## src/sv/swlc_pkg.sv

```systemverilog
// Shared constants, codes and control structs for the L1 cache unit.
package swlc_pkg;

  localparam int WAYS       = 4;
  localparam int SETS       = 64;
  localparam int LINE_WORDS = 16;

  localparam int WAY_W   = $clog2(WAYS);
  localparam int SET_W   = $clog2(SETS);
  localparam int WORD_W  = $clog2(LINE_WORDS);
  localparam int OFF_W   = WORD_W + 2;
  localparam int TAG_W   = 32 - SET_W - OFF_W;
  localparam int LI_W    = WAY_W + SET_W;
  localparam int DATA_AW = LI_W + WORD_W;

  localparam int IN_TDATA_W  = 112;
  localparam int OUT_TDATA_W = 72;
  localparam int CFG_IDX_W   = 2;

  localparam logic [2:0] OP_READ  = 3'd0;
  localparam logic [2:0] OP_WRITE = 3'd1;
  localparam logic [2:0] OP_INVAL = 3'd2;
  localparam logic [2:0] OP_CLEAN = 3'd3;
  localparam logic [2:0] OP_FILL  = 3'd4;

  localparam logic [2:0] K_READ  = 3'd0;
  localparam logic [2:0] K_WDONE = 3'd1;
  localparam logic [2:0] K_BURST = 3'd2;
  localparam logic [2:0] K_REQ   = 3'd3;
  localparam logic [2:0] K_STORE = 3'd4;
  localparam logic [2:0] K_MAINT = 3'd5;

  localparam logic [1:0] SZ_BYTE = 2'd0;
  localparam logic [1:0] SZ_HALF = 2'd1;
  localparam logic [1:0] SZ_WORD = 2'd2;
  localparam logic [1:0] SZ_BAD  = 2'd3;

  localparam logic [CFG_IDX_W-1:0] CFG_WBM = 2'd0;
  localparam logic [CFG_IDX_W-1:0] CFG_FWD = 2'd1;
  localparam logic [CFG_IDX_W-1:0] CFG_IC  = 2'd2;

  localparam logic [31:0] BYTE_MASK = 32'hFF;
  localparam logic [31:0] HALF_MASK = 32'hFFFF;

  typedef enum logic [3:0] {
    E_NONE, E_BAD, E_READ, E_WSTORE, E_WDONE, E_BURST, E_CLEAN, E_REQ, E_MDONE
  } emit_t;

  typedef struct packed {
    logic  latch;
    logic  fill_step;
    logic  fill_done;
    logic  take;
    logic  vp_adv;
    logic  inval;
    logic  clean;
    logic  store;
    logic  set_pend;
    logic  cnt_clr;
    logic  cnt_inc;
    logic  rd_fin;
    emit_t emit;
  } cmd_t;

  typedef struct packed {
    logic [2:0] op;
    logic       size_bad;
    logic       pend;
    logic       fill_last;
    logic       hit;
    logic       is_read;
    logic       evict_wb;
    logic       inval_wb;
    logic       clean_go;
    logic       cnt_last;
    logic       cnt_dirty;
    logic       out_free;
    logic       fwd;
  } stat_t;

endpackage

```

## src/sv/swlc_ctrl.sv

```systemverilog
// Cache controller: sequences lookup, eviction, fill, maintenance and results.
module swlc_ctrl import swlc_pkg::*; (
  input  logic  clk,
  input  logic  rst,
  input  logic  s_tvalid,
  output logic  s_tready,
  input  stat_t stat,
  output cmd_t  cmd
);

  typedef enum logic [3:0] {
    IDLE, DEC, BAD, EVAL, MISS, MAINT, BRD, BOUT, CRD, COUT, REQ, MDONE,
    FIN_RD, FIN, WDONE
  } state_t;

  state_t state, state_next;
  logic   access;

  assign s_tready = state == IDLE;
  assign access = stat.op == OP_READ || stat.op == OP_WRITE;

  always_comb begin
    cmd = '0;
    cmd.emit = E_NONE;
    state_next = state;
    case (state)
      IDLE: begin
        if (s_tvalid) begin
          cmd.latch = 1'b1;
          state_next = DEC;
        end
      end
      DEC: begin
        if (stat.op == OP_FILL) begin
          state_next = IDLE;
          if (stat.pend) begin
            cmd.fill_step = 1'b1;
            if (stat.fill_last) begin
              cmd.fill_done = 1'b1;
              state_next = FIN_RD;
            end
          end
        end else if (stat.op > OP_FILL || stat.pend) begin
          state_next = IDLE;
        end else if (access && stat.size_bad) begin
          state_next = BAD;
        end else begin
          state_next = EVAL;
        end
      end
      BAD: begin
        if (stat.out_free) begin
          cmd.emit = E_BAD;
          state_next = IDLE;
        end
      end
      EVAL: begin
        cmd.take = 1'b1;
        if (!access) begin
          state_next = MAINT;
        end else if (stat.hit) begin
          state_next = FIN_RD;
        end else begin
          cmd.vp_adv = 1'b1;
          state_next = MISS;
        end
      end
      MISS: begin
        cmd.inval = 1'b1;
        cmd.set_pend = 1'b1;
        cmd.cnt_clr = 1'b1;
        state_next = stat.evict_wb ? BRD : REQ;
      end
      MAINT: begin
        cmd.cnt_clr = 1'b1;
        state_next = MDONE;
        if (stat.op == OP_INVAL) begin
          cmd.inval = 1'b1;
          if (stat.inval_wb) state_next = BRD;
        end else if (stat.clean_go) begin
          cmd.clean = 1'b1;
          state_next = CRD;
        end
      end
      BRD: state_next = BOUT;
      BOUT: begin
        if (stat.out_free) begin
          cmd.emit = E_BURST;
          cmd.cnt_inc = 1'b1;
          if (!stat.cnt_last) state_next = BRD;
          else if (access) state_next = REQ;
          else state_next = MDONE;
        end
      end
      CRD: state_next = COUT;
      COUT: begin
        if (!stat.cnt_dirty || stat.out_free) begin
          if (stat.cnt_dirty) cmd.emit = E_CLEAN;
          cmd.cnt_inc = 1'b1;
          state_next = stat.cnt_last ? MDONE : CRD;
        end
      end
      REQ: begin
        if (stat.out_free) begin
          cmd.emit = E_REQ;
          state_next = IDLE;
        end
      end
      MDONE: begin
        if (stat.out_free) begin
          cmd.emit = E_MDONE;
          state_next = IDLE;
        end
      end
      FIN_RD: begin
        cmd.rd_fin = 1'b1;
        state_next = FIN;
      end
      FIN: begin
        cmd.rd_fin = 1'b1;
        if (stat.out_free) begin
          if (stat.is_read) begin
            cmd.emit = E_READ;
            state_next = IDLE;
          end else begin
            cmd.store = 1'b1;
            if (stat.fwd) begin
              cmd.emit = E_WSTORE;
              state_next = WDONE;
            end else begin
              cmd.emit = E_WDONE;
              state_next = IDLE;
            end
          end
        end
      end
      WDONE: begin
        if (stat.out_free) begin
          cmd.emit = E_WDONE;
          state_next = IDLE;
        end
      end
      default: state_next = IDLE;
    endcase
  end

  always_ff @(posedge clk) begin
    if (rst) begin
      state <= IDLE;
    end else begin
      state <= state_next;
    end
  end

endmodule

```

## config.mk

```make
export PLATFORM = sky130hd
export DESIGN_NAME = swlc_ctrl
export DESIGN_NICKNAME = d
export VERILOG_FILES = /design/src/sv/swlc_pkg.sv /design/src/sv/swlc_ctrl.sv
export SDC_FILE = /design/constraint.sdc
export NUM_CORES = 1
export LEC_CHECK = 0
export BUFFER_PORTS_ARGS = -buffer_cell sky130_fd_sc_hd__buf_4
export CORE_MARGIN = 3
export CORE_UTILIZATION = 44
export DETAILED_ROUTE_END_ITERATION = 12
export PLACE_DENSITY = 0.87
export SYNTH_ARGS = -nofsm -noshare
export SYNTH_HDL_FRONTEND = slang
export SYNTH_SLANG_ARGS = --single-unit
```

## constraint.sdc

```tcl
create_clock -name clk -period 1.4 [get_ports clk]
set_input_delay 0.14 -clock clk [delete_from_list [all_inputs] [get_ports clk]]
set_output_delay 0.14 -clock clk [all_outputs]
set_load 0.03 [all_outputs]
```

==> results of run 1 <==
==> through the flow <==
stage | hold WS, ns | instance area [µm²]
3_5_place_dp | 0.3535 | 1525
2_1_floorplan | 0.2005 | 1060
3_3_place_gp | 0.3472 | 1525
==> cells by family after synthesis <==
group,Yosys count
flip-flops,4
buffers and inverters,18
AO/OA/AOI/OAI,37
XOR/XNOR,1
AND/OR/NAND/NOR,67
==> flow_metrics.tcl, run 1 <==
set metrics [dict create \
    synth_xor_area_share_pct 0.9845 \
    numPlacedInstances 211 \
    ios 35 \
    synth_top_family_by_area "simple AND/OR/NAND/NOR gates" \
    async_reset_ff_share_pct 0 \
    status "did not finish" \
    cts-resized-gates 56 \
    cts_buffer_depth 2 \
    syn_inst 127 \
    synthMuxAreaShare_pct 0 \
    postCtsSetupBuffers 13 \
    synth_top_cell_by_area "dfxtp_1" \
    cts.sinks 4 \
    yosysSeqAreaShare_pct 9.001 \
    stop_stage "4_1_cts" \
    synth_cell_type_count 51 \
    synth_top_area_share_pct 9.001 \
    synth_fa_ha_area_share_pct 0 \
    ys.flop_type "dfxtp_1" \
    pre_cts_ws_ns -0.1956 \
    die_w_um 50.97 \
    cts_hold_buffers 0 \
    ctsRootBufferMaster "clkbuf_4" \
    synth.most_common_cell "nor2_1" \
    place.gp.congestion 0.9879 \
    synthTopCellsByArea "dfxtp_1 (9.0%), nor2_1 (5.9%), buf_6 (5.1%)" \
    cts_made_buffers 3 \
    ys_seq_elements 4 \
    synth_nets 145 \
    dp_hpwl_um 3021 \
    start_util_pct 48.87 \
    htreeDepth 1 \
    avgSynthCellArea_um2 7.005 \
    first-error "[ERROR DPL-0038] Utilization greater than 100%, impossible to legalize" \
    ys_warn_count 0 \
    synth_compound_gate_area_share_pct 33.19 \
    port_buffers 34 \
    rows 15 \
    synthTopCellsByCount "nor2_1 (14), nor3_1 (8), inv_1 (7)" \
    synth-simple-area-share_pct 45.15 \
    syn_area_um2 889.6 \
    dieHeight_um 50.97 \
    synth-edff-count 0 \
]
==> inputs of run 2 (changes only) <==
--- a/config.mk
+++ b/config.mk
@@ -6,10 +6,10 @@
 export NUM_CORES = 1
 export LEC_CHECK = 0
 export BUFFER_PORTS_ARGS = -buffer_cell sky130_fd_sc_hd__buf_4
-export CORE_MARGIN = 3
-export CORE_UTILIZATION = 44
+export CORE_AREA = 3 3 64 66
 export DETAILED_ROUTE_END_ITERATION = 12
-export PLACE_DENSITY = 0.87
+export DIE_AREA = 0 0 67 69
+export PLACE_DENSITY_LB_ADDON = 0.15
 export SYNTH_ARGS = -nofsm -noshare
 export SYNTH_HDL_FRONTEND = slang
 export SYNTH_SLANG_ARGS = --single-unit
==> constraint.sdc (replaced) <==
create_clock -name clk -period 1.82 [get_ports clk]
set_input_delay 0.182 -clock clk [delete_from_list [all_inputs] [get_ports clk]]
set_output_delay 0.182 -clock clk [all_outputs]
set_load 0.03 [all_outputs]
==> flow_metrics.tcl, run 2 <==
set metrics [dict create \
    status "finished clean" \
    yosysSeqAreaShare_pct 9.001 \
    crit_type "register to output pin" \
    synthTopCellsByArea "dfxtp_1 (9.0%), nor2_1 (5.9%), buf_6 (5.1%)" \
    die_w_um 67 \
    ios 35 \
    pwr_density_cell_nw_per_um2 1386 \
    peakVddDrop_v 0.0003325 \
    num-fill-cells 397 \
    ant_nets 0 \
    synthTopCellsByCount "nor2_1 (14), nor3_1 (8), inv_1 (7)" \
    async_reset_ff_share_pct 0 \
    cts_made_buffers 3 \
    htreeDepth 1 \
    finClkSkew_ns 0.001655 \
    ys.flop_type "dfxtp_1" \
    dieArea_um2 4623 \
    dieHeight_um 69 \
    port_buffers 34 \
    worstPathCellList "buf_4 > nand3_1 > or2_2 > o21ai_2 > buf_4" \
    synth_nets 145 \
    layout-drive-gt1-share_pct 41.10 \
    track_usage_pct 13.87 \
    dp_hpwl_um 2635 \
    syn_inst 127 \
    cts_tree "done" \
    path_buf_inv 2 \
    coreArea_um2 3633 \
    hold_class "input pin to register" \
    grt_overflow_total 0 \
    fmax_mhz 576.5 \
    drc 0 \
    dr.pass1.iters 4 \
    drt_iter0_markers 58 \
    syn_area_um2 889.6 \
    reg_top3 "state x4" \
    holdWs_ns 0.1746 \
    comb_power_share_pct 77.6 \
    clk_latency_ns 0.22 \
    ys_warn_count 0 \
    totalWireLength_um 3268 \
    r2r_slack_ns 0.19 \
    largest_reg_flops 4 \
    grt.busiest_layer "met2" \
    syn_to_final_growth_pct 43.74 \
    synth.most_common_cell "nor2_1" \
    max-slew-margin-rel_pct 64.97 \
    grt_pass1_vias 1059 \
    finalCritPeriodShare_pct 95.31 \
    avgRoutedWirePerCell_um 15.49 \
    pre_cts_ws_ns 0.1509 \
    crit_required_ns 1.64 \
    power.net_switching_mw 0.9284 \
    cts_buffer_depth 2 \
    drv_slew 0 \
    top_register "state" \
    max_cap_viol_count 0 \
    slowest_stage "dfxtp_2" \
    synth_top_area_share_pct 9.001 \
    start_util_pct 24.48 \
    period_needed_ns 1.735 \
    worst_pin_slew_ns 0.5206 \
    grt_max_degree 18 \
    p_seq_share_pct 11.6 \
    cts.sinks 4 \
    critPathCaptureType "output pin" \
    swShare_pct 52.38 \
    vias_per_cell 5.493 \
    ctsRootBufferMaster "clkbuf_8" \
    nets 183 \
    synth_cell_type_count 51 \
    synth-edff-count 0 \
    p_int_mw 0.8439 \
    clkTransAtPathRegs_ns 0.03 \
    diodes 0 \
    antenna_found_initial 0 \
    grtUsageMet3_pct 1.954 \
    synth_top_cell_by_area "dfxtp_1" \
    layout_setup_ws_ns 0.08530 \
    critPathTopFamily "simple AND/OR/NAND/NOR gates" \
    vias 1159 \
    startpoint_type "register" \
    avgSynthCellArea_um2 7.005 \
    grt_pass1_wl_um 5106 \
    clkPwrFrac_pct 10.9 \
    layout_common_cells "buf_4 (44), nor2_1 (14), inv_1 (7)" \
    met2_usage_pct 22.49 \
    setup-violations-final 0 \
    final_common_cell "buf_4" \
    ys_seq_elements 4 \
    place.gp.congestion 0.8398 \
    grt_use_met1_pct 18.96 \
    max_stage_delay_ns 0.40 \
    power_leakage_nw 0.5509 \
    final-hold-violation-count 0 \
    cp_common_cell "buf_4" \
    path_max_fanout 17 \
    rows 22 \
    worstPathArrival_ns 1.55 \
]
-- run 2: stage by stage --
stage	TNS, ns	instances	power, mW	util [%]	instance area, µm²
3_3_place_gp	0	208	1.563	33.64	1222
4_1_cts	0	211	1.768	34.95	1270
5_1_grt	-0.001002	211	1.892	35.19	1279
6_report	0	211	1.772	35.19	1279
3_5_place_dp	0	208	1.562	33.64	1222
2_1_floorplan	0	127	1.187	-	909.6
-- run 2: what timing repair did --
item	CTS	global route
setup endpoints to repair	5	5
setup buffers	0	0
resized for setup	2	3
hold buffers	0	0
-- run 2: metal layers --
layer | share of wire [%] | wire (µm)
met1 | 44 | 1453
met4 | 0.73 | 24
met5 | 0 | 0
met2 | 48 | 1571
met3 | 6.7 | 219
-- run 2: worst paths after layout --
kind / from / to / depth (start not counted)
setup reg to reg: state[0] / state[1] / 5
hold reg to reg: state[1] / state[1] / 2
hold / removal: rst / state[2] / 2
setup / recovery: state[3] / cmd[1] / 5
-- run 2: cells by family (layout without fill, tap and decap cells) --
group | Yosys count | count (layout) | share of synthesized area [%]
xor+xnor | 1 | 1 | 0.9847
compound gates | 37 | 37 | 33.19
buf+inv | 18 | 54 | 11.67
flops | 4 | 4 | 9.002
simple gates | 67 | 67 | 45.15
-- run 2: cell type report --
cell class | instances | area, µm² | area share (%)
inverters | 7 | 26.28 | 2.055
multi-input cells | 105 | 737.0 | 57.63
repair buffers | 44 | 330.3 | 25.83
well taps | 48 | 60.06 | 4.697
clock buffers | 3 | 41.29 | 3.229
flip-flops and latches | 4 | 83.83 | 6.556
-- run 2: power by group through the flow --
stage | clock network [mW] | logic (mW) | registers [mW]
global placement | 0 | 1.37 | 0.195
detailed placement | 0 | 1.36 | 0.198
global route | 0.201 | 1.48 | 0.211
finish | 0.193 | 1.37 | 0.205
CTS | 0.198 | 1.37 | 0.199
floorplan | 0 | 1.03 | 0.160
(Power assumes the default switching activity.)
==> inputs of run 3 (changes only) <==
==> constraint.sdc (replaced) <==
create_clock -name clk -period 1.8 [get_ports clk]
set_input_delay 0.18 -clock clk [delete_from_list [all_inputs] [get_ports clk]]
set_output_delay 0.18 -clock clk [all_outputs]
set_load 0.03 [all_outputs]
==> flow_metrics.tcl, run 3 (synthesized netlist as in run 2, its figures left out) <==
set metrics [dict create \
    track_usage_pct 14.19 \
    avgRoutedWirePerCell_um 15.52 \
    htreeDepth 1 \
    swShare_pct 51.95 \
    multi_input_area_um2 745.7 \
    hold_class "input pin to register" \
    ff_latch_area_um2 87.58 \
    drc 0 \
    worst_pin_slew_ns 0.4779 \
    final_common_cell "buf_4" \
    holdWs_ns 0.1742 \
    crit_required_ns 1.62 \
    worstPathArrival_ns 1.52 \
    fmax_mhz 587.5 \
    worstPathCellList "nand2b_1 > buf_4 > or2_2 > o21ai_2 > buf_4" \
    die_w_um 67 \
    totalWireLength_um 3290 \
    peakVddDrop_v 0.0003172 \
    clkTransAtPathRegs_ns 0.03 \
    rows 22 \
    grt_pass1_vias 1085 \
    diodes 0 \
    startpoint_type "register" \
    ctsRootBufferMaster "clkbuf_8" \
    cts.sinks 4 \
    p_seq_share_pct 12.1 \
    pwr_density_cell_nw_per_um2 1404 \
    coreArea_um2 3633 \
    syn_to_final_growth_pct 46.41 \
    num-fill-cells 403 \
    dieArea_um2 4623 \
    dieHeight_um 69 \
    dr.pass1.iters 5 \
    drv_slew 0 \
    comb_power_share_pct 77.2 \
    cts_hold_buffers 0 \
    path_buf_inv 2 \
    grt_overflow_total 0 \
    nets 184 \
    layout_setup_ws_ns 0.09800 \
    crit_type "register to output pin" \
    rsz0062_at_grt "no" \
    place.gp.congestion 0.8655 \
    dp_hpwl_um 2628 \
    grt_pass1_wl_um 5202 \
    ant_nets 0 \
    max-slew-margin-rel_pct 67.71 \
    p_int_mw 0.8788 \
    slowest_stage "dfxtp_2" \
    start_util_pct 24.48 \
    largest_reg_flops 4 \
    vias 1166 \
    port_buffers 34 \
    final-hold-violation-count 0 \
    period_needed_ns 1.702 \
    power.net_switching_mw 0.9501 \
    grt_max_degree 13 \
    cp_common_cell "buf_4" \
    cts_made_buffers 3 \
    cts_buffer_depth 2 \
    path_max_fanout 8 \
    finalSetupTns_ns 0 \
    drt_iter0_markers 70 \
    cts_tree "done" \
    critPathTopFamily "simple AND/OR/NAND/NOR gates" \
    antenna_found_initial 0 \
    clkPwrFrac_pct 10.7 \
    vias_per_cell 5.500 \
    finClkSkew_ns 0.0003752 \
    power_leakage_nw 0.5589 \
    ios 35 \
    finalCritPeriodShare_pct 94.56 \
    critPathCaptureType "output pin" \
    layout-drive-gt1-share_pct 43.29 \
    reg_top3 "state x4" \
    status "finished clean" \
    layout_common_cells "buf_4 (44), nor2_1 (14), inv_1 (7), nor3_1 (6), a21oi_1 (6)" \
    top_register "state" \
    max_cap_viol_count 0 \
    pre_cts_ws_ns 0.1183 \
    max_stage_delay_ns 0.35 \
    clk_latency_ns 0.22 \
    fin_total_pwr_mw 1.829 \
    setup-violations-final 0 \
]
run 3: power groups by stage:
stage                     Combinational [mW]  Clock [mW]  Sequential, mW
after CTS                               1.39       0.197           0.207
after floorplan                         1.04           0           0.162
after global routing                    1.53       0.207           0.232
after global placement                  1.40           0           0.201
final                                   1.41       0.196           0.222
after detailed placement                1.38           0           0.204
run 3: path summary, 6_finish.rpt:
check	from	endpoint	slack, ns	cells after the start
worst max register to register	state[0]	state[2]	0.16	5
worst min-delay path	rst	state[2]	0.17	2
worst max-delay path	state[1]	cmd[1]	0.1	5
worst min register to register	state[1]	state[1]	0.70	2
run 3: final cells by class:
cell class              count  area share [%]
flip-flops and latches      4           6.724
inverters                   7           2.017
multi-input cells         105           57.25
well taps                  48           4.611
repair buffers             45           26.22
clock buffers               3           3.170
run 3: per-layer routing:
layer,wire (µm),GRT usage (%),vias to the layer above
met1,1424,19.33,536
met5,0,0,-
met2,1592,22.82,53
met4,41,2.027,0
li1,-,-,569
met3,232,3.420,8
run 3: per-stage QoR:
step	cell area, µm²	cells	utilization (%)
2_1_floorplan	909.6	127	-
3_3_place_gp	1230	209	33.85
3_5_place_dp	1230	209	33.85
4_1_cts	1277	212	35.16
5_1_grt	1303	212	35.85
6_report	1303	212	35.85
run 3: what timing repair did:
item / 4_1_cts / 5_1_grt
setup buffers: 0 / 0
endpoints found under the hold margin: 0 / 0
setup endpoints to repair: 5 / 9
gates resized for setup: 2 / 8
run 3: worst register-to-register path: cells and delay by family, from the launching register on:
kind                   cells  cell delay [ns]
flip-flops                 1             0.35
buffers and inverters      1             0.18
AO/OA/AOI/OAI              3             0.50
AND/OR/NAND/NOR            1             0.52
